File: src/sv/llfs_pkg.sv
// llfs_pkg: shared types, widths and helpers for the lru line frame store
// no dependencies; used by the interfaces, the frame cam, the top level, the checker and the testbench
`default_nettype none

package llfs_pkg;

	localparam int STORE_DEPTH_DEF = 18;
	localparam int LINE_W          = 10;
	localparam int FRAME_W         = 9;
	localparam int CNT_OUT_W       = 5;
	localparam int MODE_W          = 2;

	typedef enum logic [MODE_W-1:0] {
		MODE_LOAD  = 2'd0,
		MODE_TOUCH = 2'd1,
		MODE_FAULT = 2'd2,
		MODE_NONE  = 2'd3
	} mode_t;

	// controls from the sequencer to the frame cam
	typedef struct packed {
		logic clear;
		logic load;
	} cam_ctl_t;

	// frame = line / 3 as a multiply by 683 and a shift, exact for 10-bit lines
	function automatic logic [FRAME_W-1:0] frame_of(input logic [LINE_W-1:0] line);
		logic [19:0] prod;
		prod = {10'd0, line} * 20'd683;
		return prod[19:11];
	endfunction

endpackage

`default_nettype wire

File: src/sv/llfs_if.sv
// llfs_in_if and llfs_out_if: valid/ready channels for request and result words
// depends on llfs_pkg for field widths
`default_nettype none

interface llfs_in_if;
	logic                             valid;
	logic                             ready;
	logic [llfs_pkg::MODE_W-1:0]      mode;
	logic [llfs_pkg::LINE_W-1:0]      line_index;

	modport source (output valid, output mode, output line_index, input ready);
	modport sink   (input valid, input mode, input line_index, output ready);
endinterface

interface llfs_out_if;
	logic                             valid;
	logic                             ready;
	logic                             hit;
	logic [llfs_pkg::FRAME_W-1:0]     victim_frame;
	logic                             victim_valid;
	logic [llfs_pkg::CNT_OUT_W-1:0]   resident_count;

	modport source (output valid, output hit, output victim_frame, output victim_valid,
		output resident_count, input ready);
	modport sink   (input valid, input hit, input victim_frame, input victim_valid,
		input resident_count, output ready);
endinterface

`default_nettype wire

File: src/sv/llfs_ram.sv
// llfs_ram: single-write, single-read synchronous memory holding the recency list
// no package dependency; read data is registered
`default_nettype none

module llfs_ram #(
	parameter int DEPTH = 18,
	parameter int WIDTH = 10
) (
	input  wire logic                     clk,
	input  wire logic                     we,
	input  wire logic [$clog2(DEPTH)-1:0] waddr,
	input  wire logic [WIDTH-1:0]         wdata,
	input  wire logic                     re,
	input  wire logic [$clog2(DEPTH)-1:0] raddr,
	output      logic [WIDTH-1:0]         rdata
);

	logic [WIDTH-1:0] mem [DEPTH];

	always_ff @(posedge clk) begin
		if (we) begin
			mem[waddr] <= wdata;
		end
	end

	always_ff @(posedge clk) begin
		if (re) begin
			rdata <= mem[raddr];
		end
	end

endmodule

`default_nettype wire

File: src/sv/llfs_frame_cam.sv
// llfs_frame_cam: records the frames seen during a list scan and keeps the
// frame whose first appearance came last; depends on llfs_pkg
`default_nettype none

module llfs_frame_cam #(
	parameter int DEPTH = llfs_pkg::STORE_DEPTH_DEF
) (
	input  wire logic                          clk,
	input  wire logic                          arst_n,
	input  wire llfs_pkg::cam_ctl_t            ctl,
	input  wire logic [$clog2(DEPTH)-1:0]      idx,
	input  wire logic [llfs_pkg::FRAME_W-1:0]  frame,
	output      logic [llfs_pkg::FRAME_W-1:0]  victim
);

	import llfs_pkg::*;

	logic [DEPTH-1:0]   valid_q;
	logic [FRAME_W-1:0] frames_q [DEPTH];
	logic [FRAME_W-1:0] victim_q;
	logic               seen;

	// entries fill in scan order, so every valid entry lies before idx
	always_comb begin
		seen = 1'b0;
		for (int k = 0; k < DEPTH; k++) begin
			if (valid_q[k] && (frames_q[k] == frame)) begin
				seen = 1'b1;
			end
		end
	end

	always_ff @(posedge clk or negedge arst_n) begin
		if (!arst_n) begin
			valid_q <= '0;
		end else if (ctl.clear) begin
			valid_q <= '0;
		end else if (ctl.load) begin
			valid_q[idx] <= 1'b1;
		end
	end

	always_ff @(posedge clk) begin
		if (ctl.load) begin
			frames_q[idx] <= frame;
			if (!seen) begin
				victim_q <= frame;
			end
		end
	end

	assign victim = victim_q;

endmodule

`default_nettype wire

File: src/sv/lru_line_frame_store.sv
// lru_line_frame_store: move-to-front recency list of lines, frames of three lines
// one item at a time; ready only while idle, and the block goes idle as the result word
// registers. load/touch: prep, then a move pass, one entry moved per cycle, up to the list
// position reached (at most the count plus one, <= STORE_DEPTH). fault: prep, a scan of all
// resident entries, then a prep and a move pass per victim line; no work to do: straight
// to the result. async reset empties the list (count zero); memory contents need no clearing
`default_nettype none

module lru_line_frame_store #(
	parameter int STORE_DEPTH = llfs_pkg::STORE_DEPTH_DEF
) (
	input  wire logic  clk,
	input  wire logic  arst_n,
	llfs_in_if.sink    req,
	llfs_out_if.source rsp
);

	import llfs_pkg::*;

	localparam int IW = $clog2(STORE_DEPTH);
	localparam int CW = $clog2(STORE_DEPTH + 1);
	localparam logic [CW-1:0] DEPTH_C = CW'(STORE_DEPTH);
	localparam logic [CW-1:0] ONE_C   = CW'(1);

	typedef enum logic [4:0] {
		ST_IDLE = 5'b00001,
		ST_PREP = 5'b00010,
		ST_SCAN = 5'b00100,
		ST_MOVE = 5'b01000,
		ST_DONE = 5'b10000
	} state_t;

	state_t             state_q, state_d;
	logic [CW-1:0]      count_q, count_d;
	logic               rsp_valid_q;

	mode_t              mode_q;
	logic [LINE_W-1:0]  line_q;
	logic [CW-1:0]      limit_q;
	logic [1:0]         pass_q;
	logic               scan_q;
	logic               hit_q;
	logic               vvalid_q;
	logic [IW-1:0]      idx_s1;
	logic [LINE_W-1:0]  carry_q;

	logic               rsp_hit_q;
	logic [FRAME_W-1:0] rsp_victim_q;
	logic               rsp_vvalid_q;
	logic [CW-1:0]      rsp_count_q;
	logic [CW+CNT_OUT_W-1:0] count_ext;

	logic               fire;
	logic               out_free;
	logic [LINE_W-1:0]  rd_data;
	logic               rd_en;
	logic [IW-1:0]      rd_addr;
	logic [CW-1:0]      idx_ext;
	logic               scan_last;
	logic               match;
	logic               move_last;
	logic [LINE_W:0]    key;
	logic [LINE_W-1:0]  front;
	logic [FRAME_W-1:0] victim;
	cam_ctl_t           cam_ctl;

	assign fire     = req.valid && req.ready;
	assign out_free = !rsp_valid_q || rsp.ready;
	assign req.ready = (state_q == ST_IDLE);

	assign idx_ext   = CW'(idx_s1);
	assign scan_last = (idx_ext == count_q - ONE_C);

	// search key: the line itself, or the victim frame's line for this pass
	always_comb begin
		if (mode_q == MODE_FAULT) begin
			key = {2'b00, victim} + {1'b0, victim, 1'b0} + {{(LINE_W-1){1'b0}}, pass_q};
		end else begin
			key = {1'b0, line_q};
		end
	end

	assign front     = line_q + {{(LINE_W-2){1'b0}}, pass_q};
	assign match     = (idx_ext < count_q) && ({1'b0, rd_data} == key);
	assign move_last = match || (idx_ext == limit_q - ONE_C);

	// read ahead one entry while the current one is written back
	always_comb begin
		rd_en   = 1'b0;
		rd_addr = idx_s1 + IW'(1);
		case (state_q)
			ST_PREP: begin
				rd_en   = 1'b1;
				rd_addr = '0;
			end
			ST_SCAN: rd_en = !scan_last;
			ST_MOVE: rd_en = !move_last;
			default: rd_en = 1'b0;
		endcase
	end

	llfs_ram #(
		.DEPTH (STORE_DEPTH),
		.WIDTH (LINE_W)
	) u_llfs_ram (
		.clk   (clk),
		.we    (state_q == ST_MOVE),
		.waddr (idx_s1),
		.wdata (carry_q),
		.re    (rd_en),
		.raddr (rd_addr),
		.rdata (rd_data)
	);

	assign cam_ctl.clear = fire;
	assign cam_ctl.load  = (state_q == ST_SCAN);

	llfs_frame_cam #(
		.DEPTH (STORE_DEPTH)
	) u_llfs_frame_cam (
		.clk    (clk),
		.arst_n (arst_n),
		.ctl    (cam_ctl),
		.idx    (idx_s1),
		.frame  (frame_of(rd_data)),
		.victim (victim)
	);

	always_comb begin
		state_d = state_q;
		count_d = count_q;
		case (state_q)
			ST_IDLE: begin
				if (fire) begin
					case (mode_t'(req.mode))
						MODE_LOAD:  state_d = ST_PREP;
						MODE_TOUCH,
						MODE_FAULT: state_d = (count_q != '0) ? ST_PREP : ST_DONE;
						default:    state_d = ST_DONE;
					endcase
				end
			end
			ST_PREP: state_d = scan_q ? ST_SCAN : ST_MOVE;
			ST_SCAN: begin
				if (scan_last) begin
					state_d = ST_PREP;
				end
			end
			ST_MOVE: begin
				if (move_last) begin
					if ((mode_q == MODE_FAULT) && (pass_q != 2'd2)) begin
						state_d = ST_PREP;
					end else begin
						state_d = ST_DONE;
					end
					// a load of an absent line grows the list up to its limit
					if ((mode_q == MODE_LOAD) && !match) begin
						count_d = limit_q;
					end
				end
			end
			ST_DONE: begin
				if (out_free) begin
					state_d = ST_IDLE;
				end
			end
			default: state_d = ST_IDLE;
		endcase
	end

	always_ff @(posedge clk or negedge arst_n) begin
		if (!arst_n) begin
			state_q     <= ST_IDLE;
			count_q     <= '0;
			rsp_valid_q <= 1'b0;
		end else begin
			state_q <= state_d;
			count_q <= count_d;
			if ((state_q == ST_DONE) && out_free) begin
				rsp_valid_q <= 1'b1;
			end else if (rsp.ready) begin
				rsp_valid_q <= 1'b0;
			end
		end
	end

	always_ff @(posedge clk) begin
		case (state_q)
			ST_IDLE: begin
				if (fire) begin
					mode_q   <= mode_t'(req.mode);
					line_q   <= req.line_index;
					hit_q    <= 1'b0;
					pass_q   <= 2'd0;
					scan_q   <= (mode_t'(req.mode) == MODE_FAULT);
					vvalid_q <= (mode_t'(req.mode) == MODE_FAULT) && (count_q != '0);
					if ((mode_t'(req.mode) == MODE_LOAD) && (count_q < DEPTH_C)) begin
						limit_q <= count_q + ONE_C;
					end else begin
						limit_q <= count_q;
					end
				end
			end
			ST_PREP: begin
				idx_s1  <= '0;
				carry_q <= front;
			end
			ST_SCAN: begin
				if (scan_last) begin
					scan_q <= 1'b0;
				end else begin
					idx_s1 <= idx_s1 + IW'(1);
				end
			end
			ST_MOVE: begin
				if (match && (mode_q != MODE_FAULT)) begin
					hit_q <= 1'b1;
				end
				if (move_last) begin
					pass_q <= pass_q + 2'd1;
				end else begin
					carry_q <= rd_data;
					idx_s1  <= idx_s1 + IW'(1);
				end
			end
			ST_DONE: begin
				if (out_free) begin
					rsp_hit_q    <= hit_q;
					rsp_victim_q <= vvalid_q ? victim : '0;
					rsp_vvalid_q <= vvalid_q;
					rsp_count_q  <= count_q;
				end
			end
			default: begin
			end
		endcase
	end

	assign count_ext = {{CNT_OUT_W{1'b0}}, rsp_count_q};

	assign rsp.valid          = rsp_valid_q;
	assign rsp.hit            = rsp_hit_q;
	assign rsp.victim_frame   = rsp_victim_q;
	assign rsp.victim_valid   = rsp_vvalid_q;
	assign rsp.resident_count = count_ext[CNT_OUT_W-1:0];

endmodule

`default_nettype wire

File: src/flat_wrapper.sv
// flat-port wrapper written by rule: the top's interface ports become plain ports
module lru_line_frame_store_flat import llfs_pkg::*;
#(
	parameter int STORE_DEPTH = llfs_pkg::STORE_DEPTH_DEF
)
  (clk, arst_n, req_valid, req_mode, req_line_index, req_ready, rsp_valid, rsp_hit, rsp_victim_frame, rsp_victim_valid, rsp_resident_count, rsp_ready);
  llfs_in_if req_i ();
  llfs_out_if rsp_i ();
  input  wire logic clk;
  input  wire logic arst_n;
  input wire logic [$bits(req_i.valid)-1:0] req_valid;
  input wire logic [$bits(req_i.mode)-1:0] req_mode;
  input wire logic [$bits(req_i.line_index)-1:0] req_line_index;
  output wire logic [$bits(req_i.ready)-1:0] req_ready;
  output wire logic [$bits(rsp_i.valid)-1:0] rsp_valid;
  output wire logic [$bits(rsp_i.hit)-1:0] rsp_hit;
  output wire logic [$bits(rsp_i.victim_frame)-1:0] rsp_victim_frame;
  output wire logic [$bits(rsp_i.victim_valid)-1:0] rsp_victim_valid;
  output wire logic [$bits(rsp_i.resident_count)-1:0] rsp_resident_count;
  input wire logic [$bits(rsp_i.ready)-1:0] rsp_ready;
  assign req_i.valid = req_valid;
  assign req_i.mode = req_mode;
  assign req_i.line_index = req_line_index;
  assign req_ready = req_i.ready;
  assign rsp_valid = rsp_i.valid;
  assign rsp_hit = rsp_i.hit;
  assign rsp_victim_frame = rsp_i.victim_frame;
  assign rsp_victim_valid = rsp_i.victim_valid;
  assign rsp_resident_count = rsp_i.resident_count;
  assign rsp_i.ready = rsp_ready;
  lru_line_frame_store #(.STORE_DEPTH(STORE_DEPTH)) u_core (.clk(clk), .arst_n(arst_n), .req(req_i), .rsp(rsp_i));
endmodule
File: config.mk
export PLATFORM = sky130hd
export DESIGN_NAME = lru_line_frame_store_flat
export DESIGN_NICKNAME = d
export VERILOG_FILES = /design/src/sv/llfs_pkg.sv /design/src/sv/llfs_if.sv /design/src/sv/llfs_ram.sv /design/src/sv/llfs_frame_cam.sv /design/src/sv/lru_line_frame_store.sv /design/src/flat_wrapper.sv
export SDC_FILE = /design/constraint.sdc
export NUM_CORES = 1
export LEC_CHECK = 0
export ABC_CLOCK_PERIOD_IN_PS = 6600
export BUFFER_PORTS_ARGS = -buffer_cell sky130_fd_sc_hd__buf_2
export CAP_MARGIN = 20
export CORE_MARGIN = 10
export CORE_UTILIZATION = 25
export DETAILED_ROUTE_END_ITERATION = 7
export GPL_ROUTABILITY_DRIVEN = 0
export PLACE_DENSITY = 0.41
export SLEW_MARGIN = 10
export SYNTH_ARGS = -nofsm -noshare
export SYNTH_HDL_FRONTEND = slang
export SYNTH_SLANG_ARGS = --single-unit
File: constraint.sdc
create_clock -name clk -period 6.6 [get_ports clk]
set_input_delay 0.33 -clock clk [delete_from_list [all_inputs] [get_ports clk]]
set_output_delay 0.33 -clock clk [all_outputs]
set_load 0.05 [all_outputs]
# Yosys cells after proc, flatten, opt, wreduce, memory -nomap -nowiden
# Memories as Yosys holds them, arrays and structs flattened. A register that Yosys moved wholly into a read port is not among the register bits.
# Index checks and enable logic that the tools add are counted.
op_classes:
  n_addsub: 8
  n_mul: 1
  order_cmp: 4
  n_eq_ne: 38
  mux: 55
  bitwise: 2
  n_reduce_logical: 53
op_table:
  columns: ["op", "n"]
  rows:
  - ["$eq 9x9->1", 18]
  - ["$mux 5", 10]
  - ["$mux 18", 2]
  - ["$mux 1", 29]
  - ["$logic_and 1x1->1", 27]
  - ["$pmux 5 s5", 1]
  - ["$mul 10x10->20 const B", 1]
  - ["$pmux 10 s2", 1]
  - ["$or 18x18->18", 1]
  - ["$pmux 5 s3", 1]
  - ["$reduce_and 3->1", 5]
  - ["$add 11x2->11", 1]
  - ["$add 9x10->11", 1]
  - ["$eq 10x11->1", 1]
  - ["$mux 11", 1]
  - ["$add 10x2->10", 1]
  - ["$add 5x1->5 const B", 2]
  - ["$eq 5x5->1", 2]
  - ["$mux 10", 1]
  - ["$ne 2x2->1 const B", 5]
  - ["$pmux 5 s2", 1]
  - ["$reduce_bool 2->1", 5]
  - ["$sub 5x1->5 const B", 2]
  - ["$ne 2x1->1 const B", 4]
  - ["other kinds (27)", 38]
word_totals:
  regBits: 91
  ramBits: 342
  in_bits: 16
  elab_cells: 181
  memories: 2
memory_table:
  columns: ["memory", "words", "width", "rd", "rd_clocked_by_memory_dff", "wr", "line_no", "source"]
  rows:
  - ["u_core.u_llfs_ram.mem", 18, 10, 1, 1, 1, "llfs_ram.sv:18", "logic [WIDTH-1:0] mem [DEPTH];"]
  - ["u_core.u_llfs_frame_cam.frames_q", 18, 9, 18, 0, 1, "llfs_frame_cam.sv:19", "logic [FRAME_W-1:0] frames_q [DEPTH];"]

# Logic depth before layout (Yosys ltp)
depth:
  ltp_word: 23
  ltp_mapped: 24

# By module
# From an unflattened synthesis, not the netlist that was laid out.
unflattened:
  cells_unflattened: 1396
  area_unflattened_um2: 20938.8
modules_own_cells:
  columns: ["module", "n_inst", "cells_each", "area_per_inst_um2", "seq_area_each_um2"]
  rows:
  - ["llfs_frame_cam", 1, 495, 7895.1, 5585.4]
  - ["llfs_ram", 1, 349, 7379.6, 5705.5]
  - ["lru_line_frame_store", 1, 552, 5664.2, 1868.0]

# Worst setup path after synthesis
# No wires, ideal clock.
synth_path:
  path_kind: "reg-to-reg"
  from: "reg u_core.u_llfs_ram.rdata[5] (read register of u_core.u_llfs_ram.mem)"
  to: "reg u_core.u_llfs_frame_cam.victim_q[0] (netlist: u_core.u_llfs_frame_cam.victim[0]), enable pin"
  setup_ps: 337
  arrival_ps: 5900
  required_ps: 6263
  setup_slack_ps: 362
  path_stages_with_launch: 24
  synth_period_minus_slack_ps: 6238
  path_cell_list: "edfxtp_1 -> ha_1 -> ha_1 -> inv_1 -> fa_1 -> inv_1 -> fa_1 -> inv_1 -> fa_1 -> inv_1 -> ha_1 -> and4_2 -> and2_4 -> a31oi_4 -> a31o_1 -> buf_6 -> xor2_4 -> inv_2 -> xnor2_1 -> nor4b_1 -> a221oi_1 -> a311oi_1 -> a2111oi_0 -> and2_1"
synth_via:
  elab_chain_len: 23
  word_cells_on_any_way: 57
  classes_between: "mul (1); eq/ne (18); mux (18); bitwise (1); reduce/logical (19)"
synth_lines:
  columns: ["item", "line_no", "source"]
  rows:
  - ["start: declaration", "llfs_ram.sv:15", "output logic [WIDTH-1:0] rdata"]
  - ["$mul 10x10->20 *", "llfs_pkg.sv:29", "prod = {10'd0, line} * 20'd683;"]
  - ["net u_core.u_llfs_frame_cam.frame, one bit", "llfs_frame_cam.sv:12", "input wire logic [llfs_pkg::FRAME_W-1:0] frame,"]
  - ["$eq 9x9->1", "llfs_frame_cam.sv:27", "if (valid_q[k] && (frames_q[k] == frame)) begin"]
  - ["$logic_and 1x1->1", "llfs_frame_cam.sv:27", null]
  - ["$mux 1 (17 in a row)", "llfs_frame_cam.sv:27", null]
  - ["$mux 1 *", "llfs_frame_cam.sv:27", null]
  - ["$not 1->1 (no line) *", null, null]
  - ["$reduce_and 2->1 (no line) *", null, null]
  - ["end signal: assignment", "llfs_frame_cam.sv:47", "victim_q <= frame;"]
  - ["end: declaration", "llfs_frame_cam.sv:20", "logic [FRAME_W-1:0] victim_q;"]
# Mark *: on every way through the listed nets, which the timed path passes. The rest lies on a longest branch.
# A chain may end at the register's enable or synchronous reset.

# Worst setup path after layout
layout_path:
  from: "reg u_core.u_llfs_ram.rdata[6] (read register of u_core.u_llfs_ram.mem)"
  to: "reg u_core.u_llfs_frame_cam.victim_q[0] (netlist: u_core.u_llfs_frame_cam.victim[0]), enable pin"
layout_via:
  elab_chain_len: 23
  word_cells_on_any_way: 57
  classes_between: "mul (1); eq/ne (18); mux (18); bitwise (1); reduce/logical (19)"
layout_lines:
  columns: ["item", "line_no"]
  rows:
  - ["$mul 10x10->20 *", "llfs_pkg.sv:29"]
  - ["$eq 9x9->1", "llfs_frame_cam.sv:27"]
  - ["$logic_and 1x1->1", "llfs_frame_cam.sv:27"]
  - ["$mux 1 (17 in a row)", "llfs_frame_cam.sv:27"]
  - ["$mux 1 *", "llfs_frame_cam.sv:27"]
  - ["$not 1->1 (no line) *", null]
  - ["$reduce_and 2->1 (no line) *", null]
# Mark *: on every way between the ends. The rest lies on a longest branch, timed or not.

==> impl_results.md <==
- Status: complete, no violations
- Pre-antenna DRT Iters: 5
- CTS root buf: clkbuf_16
- Maximum clock frequency: about 160 MHz
- Post-Synth Adder-Cell Area: 7.52%
- Worst-skew pair later-pin latency: about 0.6 ns
- I/O Pins: 34
- CTS tree: built
- Hold WS: between 0.06 and 0.07 ns
- Proportion of layout cells with a drive suffix above 1: around a fifth
- Total Neg Setup Slack: 0 ns
- Peak supply drop: between 0.2 and 0.3 mV
- Comb power frac: 53.1%
- Final WL: 65400 um
- NumNets Final: 2061
- Clk buf depth: 3
- Fraction of power consumed by the clock network: between 10% and 20%
- WL/cell: approximately 21 um
- Most used cell, CP: inv_1
- Vias: between 10000 and 15000
- Vias in the first global route: between 10000 and 15000
- Min Tclk post-route: ~6.4 ns
- Final instance area: around 28000 um2
- XOR/XNOR Fraction of Synth Area: 9.18%
- Setup crit end kind: register
- Compound-gate portion of the synthesized area: 8.75%
- Proportion of synthesized area in mux cells: 1.46%
- Skew final: ~0.035 ns
- Netlist Area Pre-Place: 22500 um2
- Total power: around 14 mW
- Synth Warn #: 0
- CTS Buf Count: 50
- Vias/cell: roughly 4.6
- ANT nets after route: 0
- Fin. max-slew vios: 0
- Initial Util: around a quarter
- Clock-pin slew on the worst setup and hold paths: approximately 0.060 ns
- Avg Synthesized Cell Area: between 10 and 15 um2
- Slew @ Worst Pin: roughly 1.1 ns
- Row count: roughly 110
- Net Count, Synth: around 1900
- Worst hold path type: input pin to register
- CP peak stage delay: a little under 0.6 ns
- Gr ovfl total: 0
- CP required: slightly below 7 ns
- Seq pwr share: approximately 27%
- CTS sink count: approximately 440
- Synth top area share: ~55%
- Ant diodes: 0
- Crit Path Max Fanout: 9
- Initial antenna violation count: 4
- Iter 0 DRT Violations: 1039
- Top FF cell, synth: edfxtp_1
- Placed standard-cell area: between 20000 and 25000 um2
- Gr usage total: between 10% and 20%
- Fin util: a little under a third
- Yosys top cell by area: edfxtp_1
- Seq cells post-synth: about 440
- Die height: 320 um
- HPWL after DPL: approximately 46000 um
- Post-synth cell types: about 100
- # setup viols final: 0
- Slowest CP cell: or4_4
- Pint: 8.62 mW
- Number of synthesized flops with an enable pin: 414
- Synth async-reset ratio: under 10%
- Cell Pwr Density: approximately 500 nW/um2
- Post-synthesis sequential area ratio: 58.6%
- Max-cap violation count: 0
- I/O Buffers: 33
- Sw Pwr: 5.16 mW
- Final routed DRC violation total: 0
- Die X: between 300 and 400 um
- Static Leak: between 9 and 10 nW
- H-Tree Depth: 2
- Die Footprint: approximately 100000 um2
- Largest family of logic cells by synthesized area: simple AND/OR/NAND/NOR gates
- Core area: a little under 90000 um2
- Setup slack, reg-to-reg: 0.21 ns
- Area growth syn-to-layout: 22.6%
- First-pass GRT wire length: around 97000 um
- Final hold vios: 0
- Synthesized instance count: about 1700
- Switch share: a little under two fifths
- CP Data Arrival Time: around 6.7 ns
- Pin count of the biggest net entering global routing: 58
- Fin crit share: 96.8%
- Setup crit start kind: register
- Rel. slew slack: around a quarter
- Top post-synthesis cells by area: edfxtp_1 55%, ha_1 5.3%, xnor2_1 5.0%
- Kind of critical path: register to register
- Synth Area in Simple Gates: ~11%
-- cell families (layout without fill, tap and decap cells) --
family | Yosys count | in the layout
xor gates and xnor gates | 193 | 193
adders and majority gates | 120 | 120
buffers and inverters | 161 | 398
and+or+nand+nor | 503 | 504
AOI/OAI and AO/OA | 288 | 288
DFF | 443 | 443
muxes | 20 | 20
-- state kept, by name, summed over array words and instances, names as in the netlist, 5 cells and up --
name / cells
u_core.u_llfs_ram.mem: 180
u_core.rsp.victim_frame: 9
u_core.carry_q: 10
u_core.u_llfs_frame_cam.victim: 9
u_core.u_llfs_frame_cam.valid_q: 18
u_core.state_q: 5
u_core.u_llfs_ram.rdata: 10
u_core.count_q: 5
u_core.limit_q: 5
u_core.idx_ext: 5
u_core.line_q: 10
u_core.rsp.resident_count: 5
u_core.u_llfs_frame_cam.frames_q: 162
-- area by class of cell --
| class | count | area (um2) |
|---|---|---|
| inverters | 88 | 338 |
| repair buffers | 217 | 1760 |
| well taps | 1165 | 1460 |
| flip-flops and latches | 443 | 13200 |
| multi-input cells | 1125 | 9250 |
| fillers | 8854 | 61200 |
| clock buffers | 64 | 1340 |
| clock inverters | 29 | 240 |
-- cell usage after synthesis, drive strengths merged (7+ instances only) --
cell type	instances
ha	95
inv	88
o211ai	23
a21o	11
a21oi	30
nand3b	9
nand3	38
and2	35
mux4	10
fa	25
nor2	123
edfxtp	414
xnor3	20
or3	48
xor2	42
nand2	124
clkbuf	57
o22ai	11
nor2b	10
xnor2	130
dfrtp	28
o21ai	90
o21a	7
a2111oi	9
buf	16
nor3	21
nand4	17
a211oi	27
nand2b	16
nor4b	8
and3	8
nor4	15
mux2i	7
a31oi	27
-- routing by layer --
metal	vias to the layer above	routed length [um]	GRT usage [%]
met5	-	13	0
met4	2	1560	3.25
met3	88	2390	1.86
met2	250	31100	20.4
met1	7243	30400	16.8
li1	6809	-	-
-- stage by stage --
step | setup WS [ns] | instances
6_report | 0.211 | 3131
5_1_grt | -0.0102 | 3131
4_1_cts | 0.000294 | 3111
3_5_place_dp | -0.371 | 2988
3_3_place_gp | -0.363 | 2983
2_1_floorplan | 0.362 | 1728
-- placed cells by master, fill, tap and decap left out, drive strengths merged, types with 28 or more instances in the layout --
cell and n:
clkbuf 65, inv 89, o21ai 90, nand2 124, dfrtp 28, nand3 38
edfxtp 414, a21oi 30, buf 203, nor2 123, and2 36, or3 48
xnor2 130, xor2 42, ha 95
-- repair_timing --
item,in CTS,in global routing
pin swaps,10,30
hold endpoints to repair,40,0
gates resized for setup,36,60
setup endpoints to repair,9,9
hold buffers,13,0
cloned,1,1
buffers inserted,16,15
-- power by group through the flow --
stage | Clock (mW) | Sequential (mW) | Combinational [mW]
CTS | 2.79 | 3.75 | 6.73
finish | 2.71 | 3.75 | 7.32
detailed placement | 0 | 3.81 | 6.29
floorplan | 0 | 3.84 | 3.56
global placement | 0 | 3.81 | 6.30
global route | 2.90 | 3.76 | 7.91
-- worst max-delay path, delay by kind of cell, from the launching register on --
kind	cells	cell delay [ns]
DFF	1	0.49
adders and majority gates	6	2.28
xor gates and xnor gates	1	0.23
AOI/OAI and AO/OA	5	0.83
and+or+nand+nor	5	1.46
buffers and inverters	8	0.79
-- worst paths after layout --
check	endpoint	cells after the start	start
max	u_core.u_llfs_frame_cam.victim[0]$_DFFE_PP_	25	u_core.u_llfs_ram.rdata[6]$_DFFE_PP_
min reg2reg	u_core.rsp.hit$_DFFE_PP_	0	u_core.hit_q$_DFFE_PP_
min in group asynchronous	u_core.u_llfs_frame_cam.valid_q[10]$_DFFE_PN0P_	2	arst_n
min	u_core.state_q[0]$_DFFE_PN1P_	2	req_valid
max reg2reg	u_core.u_llfs_frame_cam.victim[0]$_DFFE_PP_	25	u_core.u_llfs_ram.rdata[6]$_DFFE_PP_
max in group asynchronous	u_core.state_q[4]$_DFFE_PN0P_	2	arst_n
No activity file was read; power rests on OpenSTA's default activity.
